**config.mk**
```make
export PLATFORM = sky130hd
export DESIGN_NAME = mrc3d_resel
export DESIGN_NICKNAME = d
export VERILOG_FILES = /design/src/sv/mrc3d_pkg.sv /design/src/sv/mrc3d_resel.sv
export SDC_FILE = /design/constraint.sdc
export NUM_CORES = 2
export LEC_CHECK = 0
export ABC_AREA = 0
export BUFFER_PORTS_ARGS = -buffer_cell sky130_fd_sc_hd__clkbuf_2
export CAP_MARGIN = 20
export CELL_PAD_IN_SITES_DETAIL_PLACEMENT = 0
export CELL_PAD_IN_SITES_GLOBAL_PLACEMENT = 1
export CORE_ASPECT_RATIO = 0.7
export CORE_UTILIZATION = 45
export DETAILED_ROUTE_END_ITERATION = 7
export HOLD_SLACK_MARGIN = 0.02
export PLACE_DENSITY = 0.77
export SLEW_MARGIN = 20
export SYNTH_ARGS = -nofsm -noshare
export SYNTH_HDL_FRONTEND = slang
export SYNTH_SLANG_ARGS = --single-unit
```
**constraint.sdc**
```tcl
create_clock -name clk -period 12.6 [get_ports clk]
set_input_delay 1.89 -clock clk [delete_from_list [all_inputs] [get_ports clk]]
set_output_delay 1.89 -clock clk [all_outputs]
set_load 0.05 [all_outputs]
```
**src/sv/mrc3d_pkg.sv**
```systemverilog
// Shared types and constants of the 3D mask resel counter.
`default_nettype none
package mrc3d_pkg;

	localparam int CNT_W     = 25;
	localparam int FRAC_BITS = 16;
	localparam int EUL_W     = 27;
	localparam int RES_W     = 46;
	localparam int INV_W     = 18;
	localparam int SIZE_W    = 9;
	localparam int CFG_IDX_W = 3;
	localparam int CFG_DAT_W = 18;
	localparam int S_TDATA_W = 8;
	localparam int M_FIELD_W = EUL_W + 3 * RES_W + CNT_W;
	localparam int M_TDATA_W = ((M_FIELD_W + 7) / 8) * 8;
	localparam int M_PAD_W   = M_TDATA_W - M_FIELD_W;

	localparam logic [CFG_IDX_W-1:0] REG_X_SIZE     = 3'd0;
	localparam logic [CFG_IDX_W-1:0] REG_Y_SIZE     = 3'd1;
	localparam logic [CFG_IDX_W-1:0] REG_INV_FWHM_X = 3'd2;
	localparam logic [CFG_IDX_W-1:0] REG_INV_FWHM_Y = 3'd3;
	localparam logic [CFG_IDX_W-1:0] REG_INV_FWHM_Z = 3'd4;

	typedef struct packed {
		logic [CNT_W-1:0] p;
		logic [CNT_W-1:0] ex;
		logic [CNT_W-1:0] ey;
		logic [CNT_W-1:0] ez;
		logic [CNT_W-1:0] fxy;
		logic [CNT_W-1:0] fxz;
		logic [CNT_W-1:0] fyz;
		logic [CNT_W-1:0] c;
	} counts_t;

	typedef struct packed {
		logic    start;
		counts_t counts;
		logic    too_deep;
	} fin_req_t;

	typedef struct packed {
		logic [INV_W-1:0] rx;
		logic [INV_W-1:0] ry;
		logic [INV_W-1:0] rz;
	} fwhm_t;

	typedef struct packed {
		logic             too_deep;
		logic [CNT_W-1:0] inside_count;
		logic [RES_W-1:0] resel_three;
		logic [RES_W-1:0] resel_two;
		logic [RES_W-1:0] resel_one;
		logic [EUL_W-1:0] euler_term;
	} result_t;

endpackage
`default_nettype wire

```
**src/sv/mrc3d_resel.sv**
```systemverilog
// End-of-volume arithmetic: Euler term and resel volumes with a shared shift-add multiplier.
`default_nettype none
module mrc3d_resel (
	input  logic                clk,
	input  logic                arst_n,
	input  mrc3d_pkg::fin_req_t req,
	input  mrc3d_pkg::fwhm_t    fwhm,
	output logic                idle,
	output logic                res_valid,
	input  logic                res_ready,
	output mrc3d_pkg::result_t  res
);

	localparam int AW    = 80;
	localparam int OW    = 28;
	localparam int EW    = mrc3d_pkg::EUL_W + 2;
	localparam int OP_W  = 4;
	localparam int BIT_W = $clog2(mrc3d_pkg::INV_W);
	localparam int RW    = mrc3d_pkg::RES_W;
	localparam int F     = mrc3d_pkg::FRAC_BITS;

	localparam logic [OP_W-1:0]  OP_R1_END  = 4'd3;
	localparam logic [OP_W-1:0]  OP_TMP_END = 4'd5;
	localparam logic [OP_W-1:0]  OP_R2_END  = 4'd8;
	localparam logic [OP_W-1:0]  OP_COUNT   = 4'd11;
	localparam logic [BIT_W-1:0] BIT_LAST   = BIT_W'(mrc3d_pkg::INV_W - 1);
	localparam logic [AW-1:0]    HALF2      = AW'(1) << (F - 1);
	localparam logic [AW-1:0]    HALF3      = AW'(1) << (2 * F - 1);
	localparam logic [RW-1:0]    RES_MAX    = {1'b0, {(RW-1){1'b1}}};
	localparam logic [RW-1:0]    RES_MIN    = {1'b1, {(RW-1){1'b0}}};
	localparam logic [mrc3d_pkg::EUL_W-1:0] EUL_MAX = {1'b0, {(mrc3d_pkg::EUL_W-1){1'b1}}};
	localparam logic [mrc3d_pkg::EUL_W-1:0] EUL_MIN = {1'b1, {(mrc3d_pkg::EUL_W-1){1'b0}}};

	typedef enum logic [4:0] {
		ST_IDLE = 5'b00001,
		ST_PREP = 5'b00010,
		ST_LOAD = 5'b00100,
		ST_RUN  = 5'b01000,
		ST_DONE = 5'b10000
	} state_t;

	typedef enum logic [2:0] {A_A1, A_A2, A_A3, A_DXY, A_DXZ, A_DYZ, A_C, A_ACC} asel_t;
	typedef enum logic [1:0] {B_RX, B_RY, B_RZ} bsel_t;
	typedef enum logic [1:0] {I_ZERO, I_KEEP, I_TMP} isel_t;

	typedef struct packed {
		asel_t a;
		bsel_t b;
		isel_t i;
	} op_t;

	// Operation list: r1 = a1 rx + a2 ry + a3 rz; then dyz ry rz is parked in tmp;
	// r2 = (dxy ry + dxz rz) rx + tmp; r3 = ((c rx) ry) rz.
	function automatic op_t op_entry(input logic [OP_W-1:0] k);
		op_t o;
		begin
			unique case (k)
				4'd0:    o = '{a: A_A1,  b: B_RX, i: I_ZERO};
				4'd1:    o = '{a: A_A2,  b: B_RY, i: I_KEEP};
				4'd2:    o = '{a: A_A3,  b: B_RZ, i: I_KEEP};
				4'd3:    o = '{a: A_DYZ, b: B_RY, i: I_ZERO};
				4'd4:    o = '{a: A_ACC, b: B_RZ, i: I_ZERO};
				4'd5:    o = '{a: A_DXY, b: B_RY, i: I_ZERO};
				4'd6:    o = '{a: A_DXZ, b: B_RZ, i: I_KEEP};
				4'd7:    o = '{a: A_ACC, b: B_RX, i: I_TMP};
				4'd8:    o = '{a: A_C,   b: B_RX, i: I_ZERO};
				4'd9:    o = '{a: A_ACC, b: B_RY, i: I_ZERO};
				4'd10:   o = '{a: A_ACC, b: B_RZ, i: I_ZERO};
				default: o = '{a: A_C,   b: B_RX, i: I_ZERO};
			endcase
			return o;
		end
	endfunction

	function automatic logic [AW-1:0] sext_op(input logic [OW-1:0] v);
		return {{(AW-OW){v[OW-1]}}, v};
	endfunction

	function automatic logic [RW-1:0] sat_res(input logic [AW-1:0] v);
		logic fits;
		begin
			fits = (v[AW-1:RW-1] == '0) || (v[AW-1:RW-1] == '1);
			if (fits)
				return v[RW-1:0];
			return v[AW-1] ? RES_MIN : RES_MAX;
		end
	endfunction

	state_t                    state_q;
	logic [OP_W-1:0]           op_q;
	logic [BIT_W-1:0]          bit_q;
	logic                      res_valid_q;
	logic [AW-1:0]             m_q;
	logic [mrc3d_pkg::INV_W-1:0] b_q;
	logic [AW-1:0]             acc_q;
	logic [AW-1:0]             tmp_q;
	mrc3d_pkg::counts_t        cnt_q;
	logic                      deep_q;
	logic [mrc3d_pkg::EUL_W-1:0] eu_q;
	logic [RW-1:0]             r1_q;
	logic [RW-1:0]             r2_q;
	logic [RW-1:0]             r3_q;
	mrc3d_pkg::result_t        res_q;

	op_t                       op;
	logic [OW-1:0]             a1, a2, a3, dxy, dxz, dyz;
	logic [AW-1:0]             a_val;
	logic [mrc3d_pkg::INV_W-1:0] b_val;
	logic [AW-1:0]             init_val;
	logic [EW-1:0]             eu_sum;
	logic [mrc3d_pkg::EUL_W-1:0] eu_sat;
	logic [AW-1:0]             s2, sh2, s3;
	logic [AW-2*F-1:0]         q3;
	logic [RW-1:0]             r3_val;
	logic                      out_load;

	assign a1  = OW'(cnt_q.ex) - OW'(cnt_q.fxy) - OW'(cnt_q.fxz) + OW'(cnt_q.c);
	assign a2  = OW'(cnt_q.ey) - OW'(cnt_q.fxy) - OW'(cnt_q.fyz) + OW'(cnt_q.c);
	assign a3  = OW'(cnt_q.ez) - OW'(cnt_q.fxz) - OW'(cnt_q.fyz) + OW'(cnt_q.c);
	assign dxy = OW'(cnt_q.fxy) - OW'(cnt_q.c);
	assign dxz = OW'(cnt_q.fxz) - OW'(cnt_q.c);
	assign dyz = OW'(cnt_q.fyz) - OW'(cnt_q.c);

	assign eu_sum = EW'(cnt_q.p) - EW'(cnt_q.ex) - EW'(cnt_q.ey) - EW'(cnt_q.ez)
		+ EW'(cnt_q.fxy) + EW'(cnt_q.fxz) + EW'(cnt_q.fyz) - EW'(cnt_q.c);

	always_comb begin
		if ((eu_sum[EW-1:mrc3d_pkg::EUL_W-1] == '0) || (eu_sum[EW-1:mrc3d_pkg::EUL_W-1] == '1))
			eu_sat = eu_sum[mrc3d_pkg::EUL_W-1:0];
		else
			eu_sat = eu_sum[EW-1] ? EUL_MIN : EUL_MAX;
	end

	// Round half up, then arithmetic shift down to the output fraction.
	assign s2  = acc_q + HALF2;
	assign sh2 = {{F{s2[AW-1]}}, s2[AW-1:F]};
	// The triple product is never negative.
	assign s3  = acc_q + HALF3;
	assign q3  = s3[AW-1:2*F];
	assign r3_val = (q3[AW-2*F-1:RW-1] != '0) ? RES_MAX : q3[RW-1:0];

	always_comb begin
		op = op_entry(op_q);
		unique case (op.a)
			A_A1:  a_val = sext_op(a1);
			A_A2:  a_val = sext_op(a2);
			A_A3:  a_val = sext_op(a3);
			A_DXY: a_val = sext_op(dxy);
			A_DXZ: a_val = sext_op(dxz);
			A_DYZ: a_val = sext_op(dyz);
			A_C:   a_val = AW'(cnt_q.c);
			A_ACC: a_val = acc_q;
		endcase
		unique case (op.b)
			B_RX:    b_val = fwhm.rx;
			B_RY:    b_val = fwhm.ry;
			B_RZ:    b_val = fwhm.rz;
			default: b_val = fwhm.rx;
		endcase
		unique case (op.i)
			I_ZERO:  init_val = '0;
			I_KEEP:  init_val = acc_q;
			I_TMP:   init_val = tmp_q;
			default: init_val = '0;
		endcase
	end

	assign out_load = (state_q == ST_DONE) && (!res_valid_q || res_ready);

	always_ff @(posedge clk or negedge arst_n) begin
		if (!arst_n) begin
			state_q     <= ST_IDLE;
			op_q        <= '0;
			bit_q       <= '0;
			res_valid_q <= 1'b0;
		end else begin
			unique case (state_q)
				ST_IDLE: begin
					if (req.start)
						state_q <= ST_PREP;
				end
				ST_PREP: begin
					op_q    <= '0;
					state_q <= ST_LOAD;
				end
				ST_LOAD: begin
					if (op_q == OP_COUNT) begin
						state_q <= ST_DONE;
					end else begin
						bit_q   <= '0;
						state_q <= ST_RUN;
					end
				end
				ST_RUN: begin
					bit_q <= bit_q + BIT_W'(1);
					if (bit_q == BIT_LAST) begin
						op_q    <= op_q + OP_W'(1);
						state_q <= ST_LOAD;
					end
				end
				ST_DONE: begin
					if (out_load)
						state_q <= ST_IDLE;
				end
				default: state_q <= ST_IDLE;
			endcase

			if (out_load)
				res_valid_q <= 1'b1;
			else if (res_ready)
				res_valid_q <= 1'b0;
		end
	end

	always_ff @(posedge clk) begin
		if ((state_q == ST_IDLE) && req.start) begin
			cnt_q  <= req.counts;
			deep_q <= req.too_deep;
		end
		if (state_q == ST_PREP)
			eu_q <= eu_sat;
		if (state_q == ST_LOAD) begin
			if (op_q == OP_R1_END)
				r1_q <= sat_res(acc_q);
			if (op_q == OP_TMP_END)
				tmp_q <= acc_q;
			if (op_q == OP_R2_END)
				r2_q <= sat_res(sh2);
			if (op_q == OP_COUNT)
				r3_q <= r3_val;
			m_q   <= a_val;
			b_q   <= b_val;
			acc_q <= init_val;
		end
		if (state_q == ST_RUN) begin
			if (b_q[0])
				acc_q <= acc_q + m_q;
			m_q <= m_q << 1;
			b_q <= b_q >> 1;
		end
		if (out_load) begin
			res_q.euler_term   <= eu_q;
			res_q.resel_one    <= r1_q;
			res_q.resel_two    <= r2_q;
			res_q.resel_three  <= r3_q;
			res_q.inside_count <= cnt_q.p;
			res_q.too_deep     <= deep_q;
		end
	end

	assign idle      = (state_q == ST_IDLE);
	assign res_valid = res_valid_q;
	assign res       = res_q;

	a_start_idle: assert property (@(posedge clk) disable iff (!arst_n)
		req.start |-> (state_q == ST_IDLE))
		else $error("finisher started while busy");

	a_r3_nonneg: assert property (@(posedge clk) disable iff (!arst_n)
		((state_q == ST_RUN) && (op_q >= OP_R2_END)) |-> !acc_q[AW-1])
		else $error("triple product went negative");

	a_op_range: assert property (@(posedge clk) disable iff (!arst_n)
		op_q <= OP_COUNT)
		else $error("operation index beyond list");

endmodule
`default_nettype wire

```
==> metrics.md <==
| Metric | Value |
|---|---|
| Clock buffer count from CTS | `86` |
| Synth warn | `0` |
| Critical path type | `flip-flop to flip-flop` |
| DRC violation total after the first TritonRoute iteration | `3930` |
| # setup viols final | `0` |
| Postcts setup bufs | `0` |
| Setup crit end kind | `flip-flop` |
| CP delay by family, top | `compound AO/OA/AOI/OAI gates` |
| Mapped Area | `54000 um^2` |
| DPL Wire Length | `125000 um` |
| Post-synth top cells | `733 x edfxtp_1, 395 x a21oi_1, 384 x ha_1, 333 x inv_1, 300 x nand2_1` |
| Post-CTS Resized | `0` |
| Slowest stage delay, CP | `0.76 ns` |
| R2R Setup Slk | `4.94 ns` |
| Rows | `105` |
| H-tree Lvls | `3` |
| Period minus WS final | `7.66 ns` |
| Initial core utilization | `45.7%` |
| R2r startpoint | `cnt_q[151]` |
| Hold WS | `0.409 ns` |
| Count of max-cap constraint violations | `0` |
| CTS Hold Bufs | `0` |
| RSZ-0062 raised after global routing | `false` |
| Drt pass-1 iters | `6` |
| Skew-Pair Late Insertion Delay | `0.72 ns` |
| Initial antenna violation count | `2` |
| GRT overflow | `0` |
| FILL cells | `10598` |
| Cells after DPL | `6811` |
| Ys flop type | `edfxtp_1` |
| Area Growth Syn to Fin | `12.9%` |
| Critical Path AT | `8.08 ns` |
| Share of cells above drive strength 1 | `13.3%` |
| Period utilisation layout | `60.8%` |
| Routed wire length | `164000 um` |
| Number of nets in the layout | `6198` |
| Max transition margin | `16.2%` |
| Most congested layer reported by global routing | `met1` |
| Clock sinks | `830` |
| Synth area leader | `edfxtp_1` |
| Fin Clk Skew | `0.0297 ns` |
| Die Width | `416 um` |
| Die H | `292 um` |
| Post-synth ARST share | `1.81%` |
| Routed len/inst | `23.5 um` |
| Critical Path Slowest Stage Cell | `o21ai_0` |
| Clock transition at path regs | `0.07 ns` |
| FF+latch count, synth | `830` |
| GR Util met2 | `38.8%` |
| Die ar. | `121000 um^2` |
| Buffers and inverters on the worst path | `4` |
| CP startpoint | `cnt_q[151]` |
| Antenna viol nets, final | `0` |
| Syn nets | `5808` |
| Final hold violation count | `0` |
| M3 GR Usage | `5.32%` |
| Outcome | `finished clean` |
| Non-filler cells in the finished layout | `6970` |
| Vias in the first global route | `39446` |
| Area share of the largest cell type after synthesis | `40.8%` |
| Syn_area_per_cell | `10.9 um^2` |
| HP Start | `r2_q[0]` |
| Critical Path Fanout Max | `26` |
| Distinct cell type count after synthesis | `90` |
| Req. time, crit path | `13.02 ns` |
| Fin Setup TNS | `0 ns` |
| Total number of vias | `40682` |
| Crit start category | `flip-flop` |
| Cell count after synthesis | `4958` |
| DRC errors left | `0` |
| Routed vias/inst | `5.84` |
| Count leader, synth | `edfxtp_1` |
| CTS tree | `built` |
| Max clock buf depth | `3` |
| Core footprint | `118000 um^2` |
| Gpl congestion | `0.952` |
| Total GRT Usage | `26.6%` |
| Hold Path Class | `flip-flop to flip-flop` |
| Pins over their slew limit | `0` |
| Largest net degree at the start of global routing | `94` |
| Clock root buffer | `clkbuf_16` |
| Seq/Total Area, Yosys | `44.5%` |
| First-pass GRT wire length | `246000 um` |
| EDFF count, synth | `733` |
| # port buffers | `451` |
| Finished Core Util | `51.6%` |
| M1 GR Usage | `40.9%` |
| Fmax | `0.130 GHz` |
| I/O Pins | `452` |
| Area contributors post-synth | `edfxtp_1 41%, ha_1 8.9%, fa_1 7.7%, xnor2_1 3.9%, a21oi_1 3.7%` |
| Worst slew pin tran | `1.23 ns` |
per-stage QoR:
step | area [um^2] | setup slack [ns]
finish | 61000 | 4.94
global route | 61000 | 4.63
CTS | 61000 | 5.18
detailed placement | 57900 | 5.24
global placement | 57900 | 5.28
floorplan | 54000 | 1.95
area by class of cell:
type	count	area (um^2)	share of cell area [%]
sequential	830	24000	39.4
inverter	333	1250	2.05
clock inverter	60	786	1.29
timing repair buffer	517	2760	4.52
clock buffer	98	2240	3.67
antenna	1	2.50	0.00410
multi-input combinational	3580	28000	45.9
tap	1551	1940	3.18
worst paths after layout:
check | endpoint | depth (start not counted)
hold reg to reg | res[73] | 0
hold / removal | res[73] | 0
setup reg to reg | eu_q[4] | 28
min in group asynchronous | res_valid | 1
setup / recovery | eu_q[4] | 28
max in group asynchronous | state_q[0] | 1
cell usage in the layout, fill, tap and decap left out, types with 39 or more instances in the layout:
cell | netlist | final
fa_1 | 207 | 207
clkbuf_2 | 0 | 451
dfxtp_1 | 82 | 82
mux2i_1 | 71 | 71
nor3_1 | 86 | 83
a211oi_1 | 39 | 39
nor2b_1 | 48 | 48
a21oi_1 | 395 | 395
a31oi_1 | 45 | 45
o21a_1 | 46 | 46
xor2_1 | 168 | 168
nor2_1 | 299 | 293
nand2_1 | 300 | 300
a221o_1 | 62 | 62
nand3_1 | 94 | 94
nand4_1 | 63 | 63
o21ai_0 | 250 | 250
nand2b_1 | 63 | 63
xnor2_1 | 238 | 237
clkbuf_16 | 0 | 88
buf_4 | 4 | 65
a221oi_1 | 94 | 93
edfxtp_1 | 733 | 733
inv_1 | 333 | 332
ha_1 | 384 | 384
a21o_1 | 186 | 186
routing by layer:
layer / vias to the layer above / part of all wire [%]
li1: 19115 / -
met1: 20046 / 48
met2: 1363 / 42
met3: 158 / 7.5
met4: 0 / 1.7
met5: - / 0
state kept, by name, indices dropped and copies added, names as in the netlist:
register / flops
r1_q: 46
deep_q: 1
acc_q: 80
r2_q: 46
r3_q: 46
bit_q: 5
cnt_q: 200
m_q: 80
state_q: 5
b_q: 18
res_valid: 1
res: 191
eu_q: 27
op_q: 4
tmp_q: 80
cells by family (layout without fill, tap and decap cells):
family	Yosys count	count (layout)	synth area share, %
AOI/OAI and AO/OA	1386	1386	17.0
and+or+nand+nor	1125	1125	10.1
DFF	830	830	44.5
adders and majority gates	591	591	16.6
buffers and inverters	548	1008	3.95
xor gates and xnor gates	406	406	6.58
muxes	71	71	1.32
other	1	2	0.00694
Power is not shown: default switching activity piles up to over one toggle a cycle in this logic, so the estimate is an artifact.
